===== config.mk =====
export PLATFORM = sky130hd
export DESIGN_NAME = chute_full_detect_confirm_flat
export DESIGN_NICKNAME = d
export VERILOG_FILES = /design/src/rtl/cfdc_pkg.sv /design/src/rtl/cfdc_req_if.sv /design/src/rtl/cfdc_rsp_if.sv /design/src/rtl/chute_full_detect_confirm.sv /design/src/flat_wrapper.sv
export SDC_FILE = /design/constraint.sdc
export NUM_CORES = 1
export LEC_CHECK = 0
export BUFFER_PORTS_ARGS = -buffer_cell sky130_fd_sc_hd__buf_2
export CAP_MARGIN = 10
export CORE_ASPECT_RATIO = 2
export CORE_UTILIZATION = 57
export DETAILED_ROUTE_END_ITERATION = 7
export PLACE_DENSITY = 0.75
export SLEW_MARGIN = 20
export SYNTH_ARGS = -nofsm -noshare
export SYNTH_HDL_FRONTEND = slang
export SYNTH_SLANG_ARGS = --single-unit

===== constraint.sdc =====
create_clock -name clock -period 5.2 [get_ports clock]
set_input_delay 0.26 -clock clock [delete_from_list [all_inputs] [get_ports clock]]
set_output_delay 0.26 -clock clock [all_outputs]
set_load 0.005 [all_outputs]

===== src/rtl/cfdc_pkg.sv =====
// Package of the chute full detector: widths, register indexes, reset values.
// No dependencies; used by the channel interfaces and the top level.
`default_nettype none

package cfdc_pkg;

   localparam int CNT_W      = 16;
   localparam int CSR_IDX_W  = 3;
   localparam int CSR_DATA_W = 16;
   localparam int ID_W       = 16;
   localparam int STATUS_W   = 8;

   typedef logic [CNT_W-1:0]      count_type;
   typedef logic [CSR_IDX_W-1:0]  csr_index_type;
   typedef logic [CSR_DATA_W-1:0] csr_data_type;
   typedef logic [ID_W-1:0]       slave_id_type;
   typedef logic [STATUS_W-1:0]   slave_status_type;

   // Register indexes of the configuration port.
   localparam csr_index_type CSR_FULL_HOLD   = 3'd0;
   localparam csr_index_type CSR_COUNT_AT    = 3'd1;
   localparam csr_index_type CSR_PRESS_HOLD  = 3'd2;
   localparam csr_index_type CSR_LOCKOUT     = 3'd3;
   localparam csr_index_type CSR_BLINK       = 3'd4;
   localparam csr_index_type CSR_SLAVE_BASE  = 3'd5;
   localparam csr_index_type CSR_HORN_ENABLE = 3'd6;

   // Register reset values.
   localparam count_type RST_FULL_HOLD  = 16'd2000;
   localparam count_type RST_COUNT_AT   = 16'd2;
   localparam count_type RST_PRESS_HOLD = 16'd100;
   localparam count_type RST_LOCKOUT    = 16'd3000;
   localparam count_type RST_BLINK      = 16'd500;
   localparam count_type RST_SLAVE_BASE = 16'd300;

   // Input item kinds.
   localparam logic MODE_TICK   = 1'b0;
   localparam logic MODE_REPORT = 1'b1;

endpackage

`default_nettype wire


===== src/rtl/cfdc_req_if.sv =====
// Input channel of the chute full detector: valid, ready and the item fields.
// Depends on cfdc_pkg for the field types.
`default_nettype none

interface cfdc_req_if
   import cfdc_pkg::*;
   ();
   logic             valid;
   logic             ready;
   logic             mode;
   logic             sensor_level;
   logic             button_pressed;
   slave_id_type     slave_id;
   slave_status_type slave_status;

   modport source (output valid, output mode, output sensor_level,
                   output button_pressed, output slave_id, output slave_status,
                   input ready);
   modport sink   (input valid, input mode, input sensor_level,
                   input button_pressed, input slave_id, input slave_status,
                   output ready);
endinterface

`default_nettype wire


===== src/rtl/cfdc_rsp_if.sv =====
// Result channel of the chute full detector: valid, ready and the result fields.
// Depends on cfdc_pkg for the field types.
`default_nettype none

interface cfdc_rsp_if
   import cfdc_pkg::*;
   ();
   logic      valid;
   logic      ready;
   logic      chute_full;
   logic      confirmed;
   count_type parcel_count;
   logic      any_board_full;
   logic      status_lamp;
   logic      tower_lamps;
   logic      horn;

   modport source (output valid, output chute_full, output confirmed,
                   output parcel_count, output any_board_full, output status_lamp,
                   output tower_lamps, output horn, input ready);
   modport sink   (input valid, input chute_full, input confirmed,
                   input parcel_count, input any_board_full, input status_lamp,
                   input tower_lamps, input horn, output ready);
endinterface

`default_nettype wire


===== src/rtl/chute_full_detect_confirm.sv =====
// Chute full detector with operator confirmation, lamps and horn.
// Depends on cfdc_pkg and the channel interfaces cfdc_req_if and cfdc_rsp_if.
//
// Usage:
//   req_chan carries one item per handshake. A tick item (mode 0) samples the
//   chute sensor and the button once per millisecond; a report item (mode 1)
//   carries one slave board's identifier and fullness byte.
//   rsp_chan returns exactly one result item for every accepted item, with the
//   chute, confirmation, parcel count, board fullness and lamp/horn drives.
//   The csr_ port writes the seven timing and setup registers; write them only
//   while no item is in flight.
// Latency and throughput:
//   The result of an item is valid in the cycle after it is accepted. The
//   state update is one short pass of counters and compares, so one item is
//   taken in every cycle while rsp_chan.ready is high, one item per clock.
// Stalls:
//   The result register holds its item while rsp_chan.ready is low. A new
//   item is still taken in the cycle the waiting result leaves, so the input
//   resumes as soon as the receiver does; while it stalls, req ready is low.
// Reset:
//   Synchronous reset clears all counters, flags and lamps, empties the result
//   register and loads the register defaults.
`default_nettype none

module chute_full_detect_confirm
   import cfdc_pkg::*;
#(
   parameter int BOARD_COUNT = 8
) (
   input  wire logic          clock,
   input  wire logic          reset,
   cfdc_req_if.sink           req_chan,
   cfdc_rsp_if.source         rsp_chan,
   input  wire logic          csr_write_en,
   input  wire csr_index_type csr_index,
   input  wire csr_data_type  csr_write_data
);

   // Configuration registers.
   count_type full_hold_ff, count_at_ff, press_hold_ff, lockout_ticks_ff;
   count_type blink_ff, slave_base_ff;
   logic      horn_enable_ff;

   // Block state.
   count_type              sensor_ticks_ff, press_ticks_ff, lockout_count_ff, parcels_ff;
   count_type              status_blink_ff, tower_blink_ff;
   logic                   lockout_active_ff, full_ff, confirm_ff, any_full_ff;
   logic                   status_lamp_ff, tower_lamps_ff, horn_ff;
   logic [BOARD_COUNT-1:0] board_full_ff;

   // Next state for the accepted item.
   count_type              sensor_ticks_in, press_ticks_in, lockout_count_in, parcels_in;
   count_type              status_blink_in, tower_blink_in;
   logic                   lockout_active_in, full_in, confirm_in, any_full_in;
   logic                   status_lamp_in, tower_lamps_in, horn_in;
   logic [BOARD_COUNT-1:0] board_full_in;

   logic rsp_valid_ff;
   logic accept;

   // The result register frees up in the same cycle its item is taken.
   assign req_chan.ready = !rsp_valid_ff || rsp_chan.ready;
   assign accept         = req_chan.valid && req_chan.ready;

   always_ff @(posedge clock) begin
      if (reset) begin
         full_hold_ff     <= RST_FULL_HOLD;
         count_at_ff      <= RST_COUNT_AT;
         press_hold_ff    <= RST_PRESS_HOLD;
         lockout_ticks_ff <= RST_LOCKOUT;
         blink_ff         <= RST_BLINK;
         slave_base_ff    <= RST_SLAVE_BASE;
         horn_enable_ff   <= 1'b0;
      end else if (csr_write_en) begin
         unique case (csr_index)
            CSR_FULL_HOLD:   full_hold_ff     <= csr_write_data;
            CSR_COUNT_AT:    count_at_ff      <= csr_write_data;
            CSR_PRESS_HOLD:  press_hold_ff    <= csr_write_data;
            CSR_LOCKOUT:     lockout_ticks_ff <= csr_write_data;
            CSR_BLINK:       blink_ff         <= csr_write_data;
            CSR_SLAVE_BASE:  slave_base_ff    <= csr_write_data;
            CSR_HORN_ENABLE: horn_enable_ff   <= csr_write_data[0];
            default: ;
         endcase
      end
   end

   // One pass over the state for the item at the input. The order follows the
   // tick sequence: blink counters, sensor timing, button, lockout, board
   // summary, then lamps. A report updates at most one slave board flag.
   always_comb begin
      sensor_ticks_in   = sensor_ticks_ff;
      press_ticks_in    = press_ticks_ff;
      lockout_count_in  = lockout_count_ff;
      lockout_active_in = lockout_active_ff;
      parcels_in        = parcels_ff;
      full_in           = full_ff;
      confirm_in        = confirm_ff;
      board_full_in     = board_full_ff;
      any_full_in       = any_full_ff;
      status_blink_in   = status_blink_ff;
      tower_blink_in    = tower_blink_ff;
      status_lamp_in    = status_lamp_ff;
      tower_lamps_in    = tower_lamps_ff;
      horn_in           = horn_ff;

      if (req_chan.mode == MODE_REPORT) begin
         // Board 0 is the local chute and is never matched by a report.
         for (int k = 1; k < BOARD_COUNT; k++) begin
            if (slave_base_ff + CNT_W'(k) == req_chan.slave_id) begin
               board_full_in[k] = (req_chan.slave_status != '0);
            end
         end
      end else begin
         status_blink_in = status_blink_ff + 1'b1;
         tower_blink_in  = tower_blink_ff + 1'b1;

         // Sensor timing is frozen while the operator has confirmed.
         if (!confirm_ff) begin
            if (req_chan.sensor_level) begin
               if (sensor_ticks_ff == full_hold_ff) begin
                  full_in = 1'b1;
               end else begin
                  sensor_ticks_in = sensor_ticks_ff + 1'b1;
                  if (sensor_ticks_in == count_at_ff) begin
                     parcels_in = parcels_ff + 1'b1;
                  end
               end
            end else begin
               sensor_ticks_in = '0;
               full_in         = 1'b0;
            end
            board_full_in[0] = full_in;
         end

         if (req_chan.button_pressed && !lockout_active_ff) begin
            if (full_in) begin
               if (press_ticks_ff == press_hold_ff) begin
                  lockout_active_in = 1'b1;
                  if (!confirm_ff) begin
                     confirm_in       = 1'b1;
                     board_full_in[0] = 1'b0;
                  end else begin
                     confirm_in = 1'b0;
                     parcels_in = '0;
                  end
               end else begin
                  press_ticks_in = press_ticks_ff + 1'b1;
               end
            end else begin
               // A held button on a chute that is not full clears the count.
               parcels_in = '0;
            end
         end else begin
            press_ticks_in = '0;
         end

         // The lockout starts counting on the tick that starts it.
         if (lockout_active_in) begin
            lockout_count_in = lockout_count_ff + 1'b1;
            if (lockout_count_in >= lockout_ticks_ff) begin
               lockout_active_in = 1'b0;
               lockout_count_in  = '0;
            end
         end

         any_full_in = |board_full_in;

         if (full_in) begin
            if (!confirm_in) begin
               if (status_blink_in >= blink_ff) begin
                  status_blink_in = '0;
                  status_lamp_in  = !status_lamp_ff;
               end
            end else begin
               status_lamp_in = 1'b1;
            end
         end else begin
            status_lamp_in = 1'b0;
         end

         // The horn latches on while any board is full, even if disabled later.
         if (any_full_in) begin
            if (horn_enable_ff) begin
               horn_in = 1'b1;
            end
            if (tower_blink_in >= blink_ff) begin
               tower_lamps_in = !tower_lamps_ff;
               tower_blink_in = '0;
            end
         end else begin
            tower_lamps_in = 1'b0;
            horn_in        = 1'b0;
         end
      end
   end

   always_ff @(posedge clock) begin
      if (reset) begin
         sensor_ticks_ff   <= '0;
         press_ticks_ff    <= '0;
         lockout_count_ff  <= '0;
         lockout_active_ff <= 1'b0;
         parcels_ff        <= '0;
         full_ff           <= 1'b0;
         confirm_ff        <= 1'b0;
         board_full_ff     <= '0;
         any_full_ff       <= 1'b0;
         status_blink_ff   <= '0;
         tower_blink_ff    <= '0;
         status_lamp_ff    <= 1'b0;
         tower_lamps_ff    <= 1'b0;
         horn_ff           <= 1'b0;
      end else if (accept) begin
         sensor_ticks_ff   <= sensor_ticks_in;
         press_ticks_ff    <= press_ticks_in;
         lockout_count_ff  <= lockout_count_in;
         lockout_active_ff <= lockout_active_in;
         parcels_ff        <= parcels_in;
         full_ff           <= full_in;
         confirm_ff        <= confirm_in;
         board_full_ff     <= board_full_in;
         any_full_ff       <= any_full_in;
         status_blink_ff   <= status_blink_in;
         tower_blink_ff    <= tower_blink_in;
         status_lamp_ff    <= status_lamp_in;
         tower_lamps_ff    <= tower_lamps_in;
         horn_ff           <= horn_in;
      end
   end

   // Result register valid flag.
   always_ff @(posedge clock) begin
      if (reset) begin
         rsp_valid_ff <= 1'b0;
      end else if (accept) begin
         rsp_valid_ff <= 1'b1;
      end else if (rsp_chan.ready) begin
         rsp_valid_ff <= 1'b0;
      end
   end

   // The state registers are loaded only on accept, so they hold the result
   // of the last accepted item for as long as it waits.
   assign rsp_chan.valid          = rsp_valid_ff;
   assign rsp_chan.chute_full     = full_ff;
   assign rsp_chan.confirmed      = confirm_ff;
   assign rsp_chan.parcel_count   = parcels_ff;
   assign rsp_chan.any_board_full = any_full_ff;
   assign rsp_chan.status_lamp    = status_lamp_ff;
   assign rsp_chan.tower_lamps    = tower_lamps_ff;
   assign rsp_chan.horn           = horn_ff;

endmodule

`default_nettype wire


===== src/flat_wrapper.sv =====
// flat-port wrapper written by rule: the top's interface ports become plain ports
module chute_full_detect_confirm_flat import cfdc_pkg::*;
#(
   parameter int BOARD_COUNT = 8
)
  (clock, reset, csr_write_en, csr_index, csr_write_data, req_chan_valid, req_chan_mode, req_chan_sensor_level, req_chan_button_pressed, req_chan_slave_id, req_chan_slave_status, req_chan_ready, rsp_chan_valid, rsp_chan_chute_full, rsp_chan_confirmed, rsp_chan_parcel_count, rsp_chan_any_board_full, rsp_chan_status_lamp, rsp_chan_tower_lamps, rsp_chan_horn, rsp_chan_ready);
  cfdc_req_if req_chan_i ();
  cfdc_rsp_if rsp_chan_i ();
  input  wire logic clock;
  input  wire logic reset;
  input  wire logic csr_write_en;
  input  wire csr_index_type csr_index;
  input  wire csr_data_type csr_write_data;
  input wire logic [$bits(req_chan_i.valid)-1:0] req_chan_valid;
  input wire logic [$bits(req_chan_i.mode)-1:0] req_chan_mode;
  input wire logic [$bits(req_chan_i.sensor_level)-1:0] req_chan_sensor_level;
  input wire logic [$bits(req_chan_i.button_pressed)-1:0] req_chan_button_pressed;
  input wire logic [$bits(req_chan_i.slave_id)-1:0] req_chan_slave_id;
  input wire logic [$bits(req_chan_i.slave_status)-1:0] req_chan_slave_status;
  output wire logic [$bits(req_chan_i.ready)-1:0] req_chan_ready;
  output wire logic [$bits(rsp_chan_i.valid)-1:0] rsp_chan_valid;
  output wire logic [$bits(rsp_chan_i.chute_full)-1:0] rsp_chan_chute_full;
  output wire logic [$bits(rsp_chan_i.confirmed)-1:0] rsp_chan_confirmed;
  output wire logic [$bits(rsp_chan_i.parcel_count)-1:0] rsp_chan_parcel_count;
  output wire logic [$bits(rsp_chan_i.any_board_full)-1:0] rsp_chan_any_board_full;
  output wire logic [$bits(rsp_chan_i.status_lamp)-1:0] rsp_chan_status_lamp;
  output wire logic [$bits(rsp_chan_i.tower_lamps)-1:0] rsp_chan_tower_lamps;
  output wire logic [$bits(rsp_chan_i.horn)-1:0] rsp_chan_horn;
  input wire logic [$bits(rsp_chan_i.ready)-1:0] rsp_chan_ready;
  assign req_chan_i.valid = req_chan_valid;
  assign req_chan_i.mode = req_chan_mode;
  assign req_chan_i.sensor_level = req_chan_sensor_level;
  assign req_chan_i.button_pressed = req_chan_button_pressed;
  assign req_chan_i.slave_id = req_chan_slave_id;
  assign req_chan_i.slave_status = req_chan_slave_status;
  assign req_chan_ready = req_chan_i.ready;
  assign rsp_chan_valid = rsp_chan_i.valid;
  assign rsp_chan_chute_full = rsp_chan_i.chute_full;
  assign rsp_chan_confirmed = rsp_chan_i.confirmed;
  assign rsp_chan_parcel_count = rsp_chan_i.parcel_count;
  assign rsp_chan_any_board_full = rsp_chan_i.any_board_full;
  assign rsp_chan_status_lamp = rsp_chan_i.status_lamp;
  assign rsp_chan_tower_lamps = rsp_chan_i.tower_lamps;
  assign rsp_chan_horn = rsp_chan_i.horn;
  assign rsp_chan_i.ready = rsp_chan_ready;
  chute_full_detect_confirm #(.BOARD_COUNT(BOARD_COUNT)) u_core (.clock(clock), .reset(reset), .req_chan(req_chan_i), .rsp_chan(rsp_chan_i), .csr_write_en(csr_write_en), .csr_index(csr_index), .csr_write_data(csr_write_data));
endmodule

==> impl_metrics.tcl <==
set metrics [dict create \
    status "complete, no violations" \
    async_flop_share_pct 0 \
    cts-resized-gates 0 \
    startpoint_type "flip-flop" \
    core_um2 23100 \
    dpl_worst_slack_ns 0.936 \
    fmax_ghz 0.228 \
    ys_seq_area_share_pct 31.2 \
    power_mw 3.56 \
    grt_pass1_vias 12800 \
    rows 79 \
    drc 0 \
    wl_per_cell_um 20.3 \
    clock_path_buffers 3 \
    fin_crit_ns 4.39 \
    area_delta_synth_final_pct 8.59 \
    ant_nets 0 \
    path_clk_slew_ns 0.06 \
    slew_headroom_pct 24.2 \
    holdPathStages 3 \
    final_cell_area_um2 14600 \
    die_h_um 219 \
    period_share_pct 84.4 \
    grt_pass1_wl_um 66100 \
    synth_warnings 0 \
    cap_violations 0 \
    placed_area_um2 13900 \
    min_path_type "input port to flip-flop" \
    ys_seq_elements 209 \
    power.density_nw_per_um2 245 \
    gr-total-overflow 0 \
    final-seq-area_um2 4180 \
    min_from "req_chan_valid" \
    gp_congestion 1.05 \
    hold_buffers 0 \
    tns_ns 0 \
    drive_gt1_share_pct 8.80 \
    portBuffers 74 \
    clkSinkCount 209 \
    vias 13100 \
    synth.avg_cell_area_um2 7.69 \
    cts.htree.levels 1 \
    syn_nets 1859 \
    crit_path_max_fanout 19 \
    worstMarginPinSlew_ns 1.11 \
    start_util_pct 58.0 \
    reg2reg_depth 14 \
    slew_violations 0 \
    grt_max_degree 85 \
    crit_type "flip-flop to flip-flop" \
    arrival_ns 4.81 \
    peakVddDrop_mv 0.464 \
    rsz0062_at_grt "false" \
    setup_ws_ns 0.811 \
    multi_input_area_um2 8640 \
    synth.distinct_cells 80 \
    cts_root_buf "clkbuf_16" \
    holdWs_ns 0.0370 \
    syn_area_um2 13400 \
    synth_edf_count 0 \
    via_per_inst 6.36 \
    cts_made_buffers 21 \
    grt_usage_pct 34.0 \
    drt_iter0_markers 1133 \
    required_ns 5.62 \
    endpoint_kind "flip-flop" \
    hold_path_end "u_core.rsp_chan.valid$_SDFFE_PP0P_" \
    skew_ns 0.0224 \
    antenna_cells 0 \
    cts_tree "built" \
    clk_latency_ns 0.52 \
    synth_flop_cell "dfxtp_1" \
    fillCellCount 2150 \
    syn-instance-count 1745 \
    fin_nets 1875 \
    antenna_found_initial 0 \
    rr_startpoint "u_core.lockout_count_ff[0]$_SDFFE_PP0P_" \
    dieArea_um2 24200 \
    pin_count 75 \
    post_cts_buffers 0 \
    setup_viol 0 \
    reg2reg_to "u_core.lockout_count_ff[15]$_SDFFE_PP0P_" \
    hold_viol 0 \
    dieWidth_um 110 \
    leakage_nw 5.44 \
    dpl.hpwl_um 31000 \
    drt_first_pass_iters 5 \
    r2r_slack_ns 0.81 \
    drt_wl_total_um 41700 \
]
[per-stage QoR]
stage,utilization (%),instances
6_report,63.0,2056
5_1_grt,63.0,2056
4_1_cts,63.0,2056
3_5_place_dp,60.0,2021
3_3_place_gp,60.0,2021
2_1_floorplan,-,1745
[Yosys cell counts (30+ instances only)]
cell type    n  area share (%)
nor3_1      45             1.7
nand3_1     76             2.8
nand2_1    306             8.6
xnor2_1     93             6.1
o21ai_0     59             2.2
nand4_1     30             1.4
nor2_1      91             2.5
ha_1        63             5.9
dfxtp_1    209              31
inv_1       54             1.5
clkbuf_1    83             2.3
nor4_1      45             2.1
a21oi_1    153             5.7
xor2_1      70             4.6
[cell type report]
| class | instances | share of cell area (%) |
|---|---|---|
| multi-input combinational | 1382 | 59.3 |
| clock buffer | 27 | 3.97 |
| tap | 283 | 2.43 |
| inverter | 55 | 1.42 |
| sequential | 209 | 28.7 |
| clock inverter | 8 | 0.670 |
| timing repair buffer | 92 | 3.49 |
[critical path: stages, from the launching register on]
cell and delay [ns]:
dfxtp_1 0.42, ha_1 0.28, nand3_1 0.20, or4_1 0.62
or4_1 0.61, nor3_1 0.21, xor2_1 0.22, ha_1 0.27
nor2b_1 0.13, o21ai_0 0.15, nand2b_1 0.11, a21oi_1 0.13
buf_4 0.26, nand2_1 0.32, o32ai_1 0.36
[how the worst max path moves through the flow]
stage / start / endpoint / slack [ns]
floorplan: u_core.lockout_count_ff[0]$_SDFFE_PP0P_ / u_core.lockout_count_ff[9]$_SDFFE_PP0P_ / 1.28
global placement: u_core.lockout_count_ff[0]$_SDFFE_PP0P_ / u_core.lockout_count_ff[15]$_SDFFE_PP0P_ / 1.0
detailed placement: u_core.lockout_count_ff[0]$_SDFFE_PP0P_ / u_core.lockout_count_ff[15]$_SDFFE_PP0P_ / 0.94
CTS: u_core.lockout_count_ff[0]$_SDFFE_PP0P_ / u_core.lockout_count_ff[15]$_SDFFE_PP0P_ / 0.87
global route: u_core.lockout_count_ff[0]$_SDFFE_PP0P_ / u_core.lockout_count_ff[15]$_SDFFE_PP0P_ / 0.54
finish: u_core.lockout_count_ff[0]$_SDFFE_PP0P_ / u_core.lockout_count_ff[15]$_SDFFE_PP0P_ / 0.81
[cell usage in the layout (no fill, tap or decap), drive strengths merged, types with 45 or more instances in the layout]
| cell | count |
|---|---|
| o21ai | 62 |
| xor2 | 70 |
| dfxtp | 209 |
| nand3 | 77 |
| inv | 55 |
| nor2 | 91 |
| nand2 | 306 |
| nor3 | 45 |
| a21oi | 153 |
| ha | 63 |
| xnor2 | 94 |
| buf | 92 |
| nor4 | 46 |
[layer usage]
layer | part of all wire (%) | global-route usage (%)
met3 | 4.5 | 4.45
met4 | 8.0 | 25.5
met5 | 0 | 0
met1 | 36 | 33.7
met2 | 52 | 63.7
[state kept, by name, indices dropped and copies added (netlist names), 8 cells and up]
name,flops
u_core.full_hold_ff,16
u_core.lockout_ticks_ff,16
u_core.press_hold_ff,16
u_core.sensor_ticks_ff,16
u_core.slave_base_ff,16
u_core.press_ticks_ff,16
u_core.board_full_ff,8
u_core.rsp_chan.parcel_count,16
u_core.tower_blink_ff,16
u_core.blink_ff,16
u_core.status_blink_ff,16
u_core.count_at_ff,16
u_core.lockout_count_ff,16
[power by group]
part | internal, mW | total, mW | switching [mW]
Sequential | 1.63 | 1.66 | 0.0325
Clock | 0.884 | 1.53 | 0.648
Combinational | 0.119 | 0.371 | 0.251
Total | 2.63 | 3.56 | 0.932
[cells by family after synthesis]
family                     share of synthesized area [%]
buffers and inverters                               4.53
AOI/OAI and AO/OA                                   17.5
and+or+nand+nor                                     28.6
xor gates and xnor gates                            10.8
DFF                                                 31.2
adders and majority gates                           5.88
muxes                                               1.50
No activity file was read; power rests on OpenSTA's default activity.
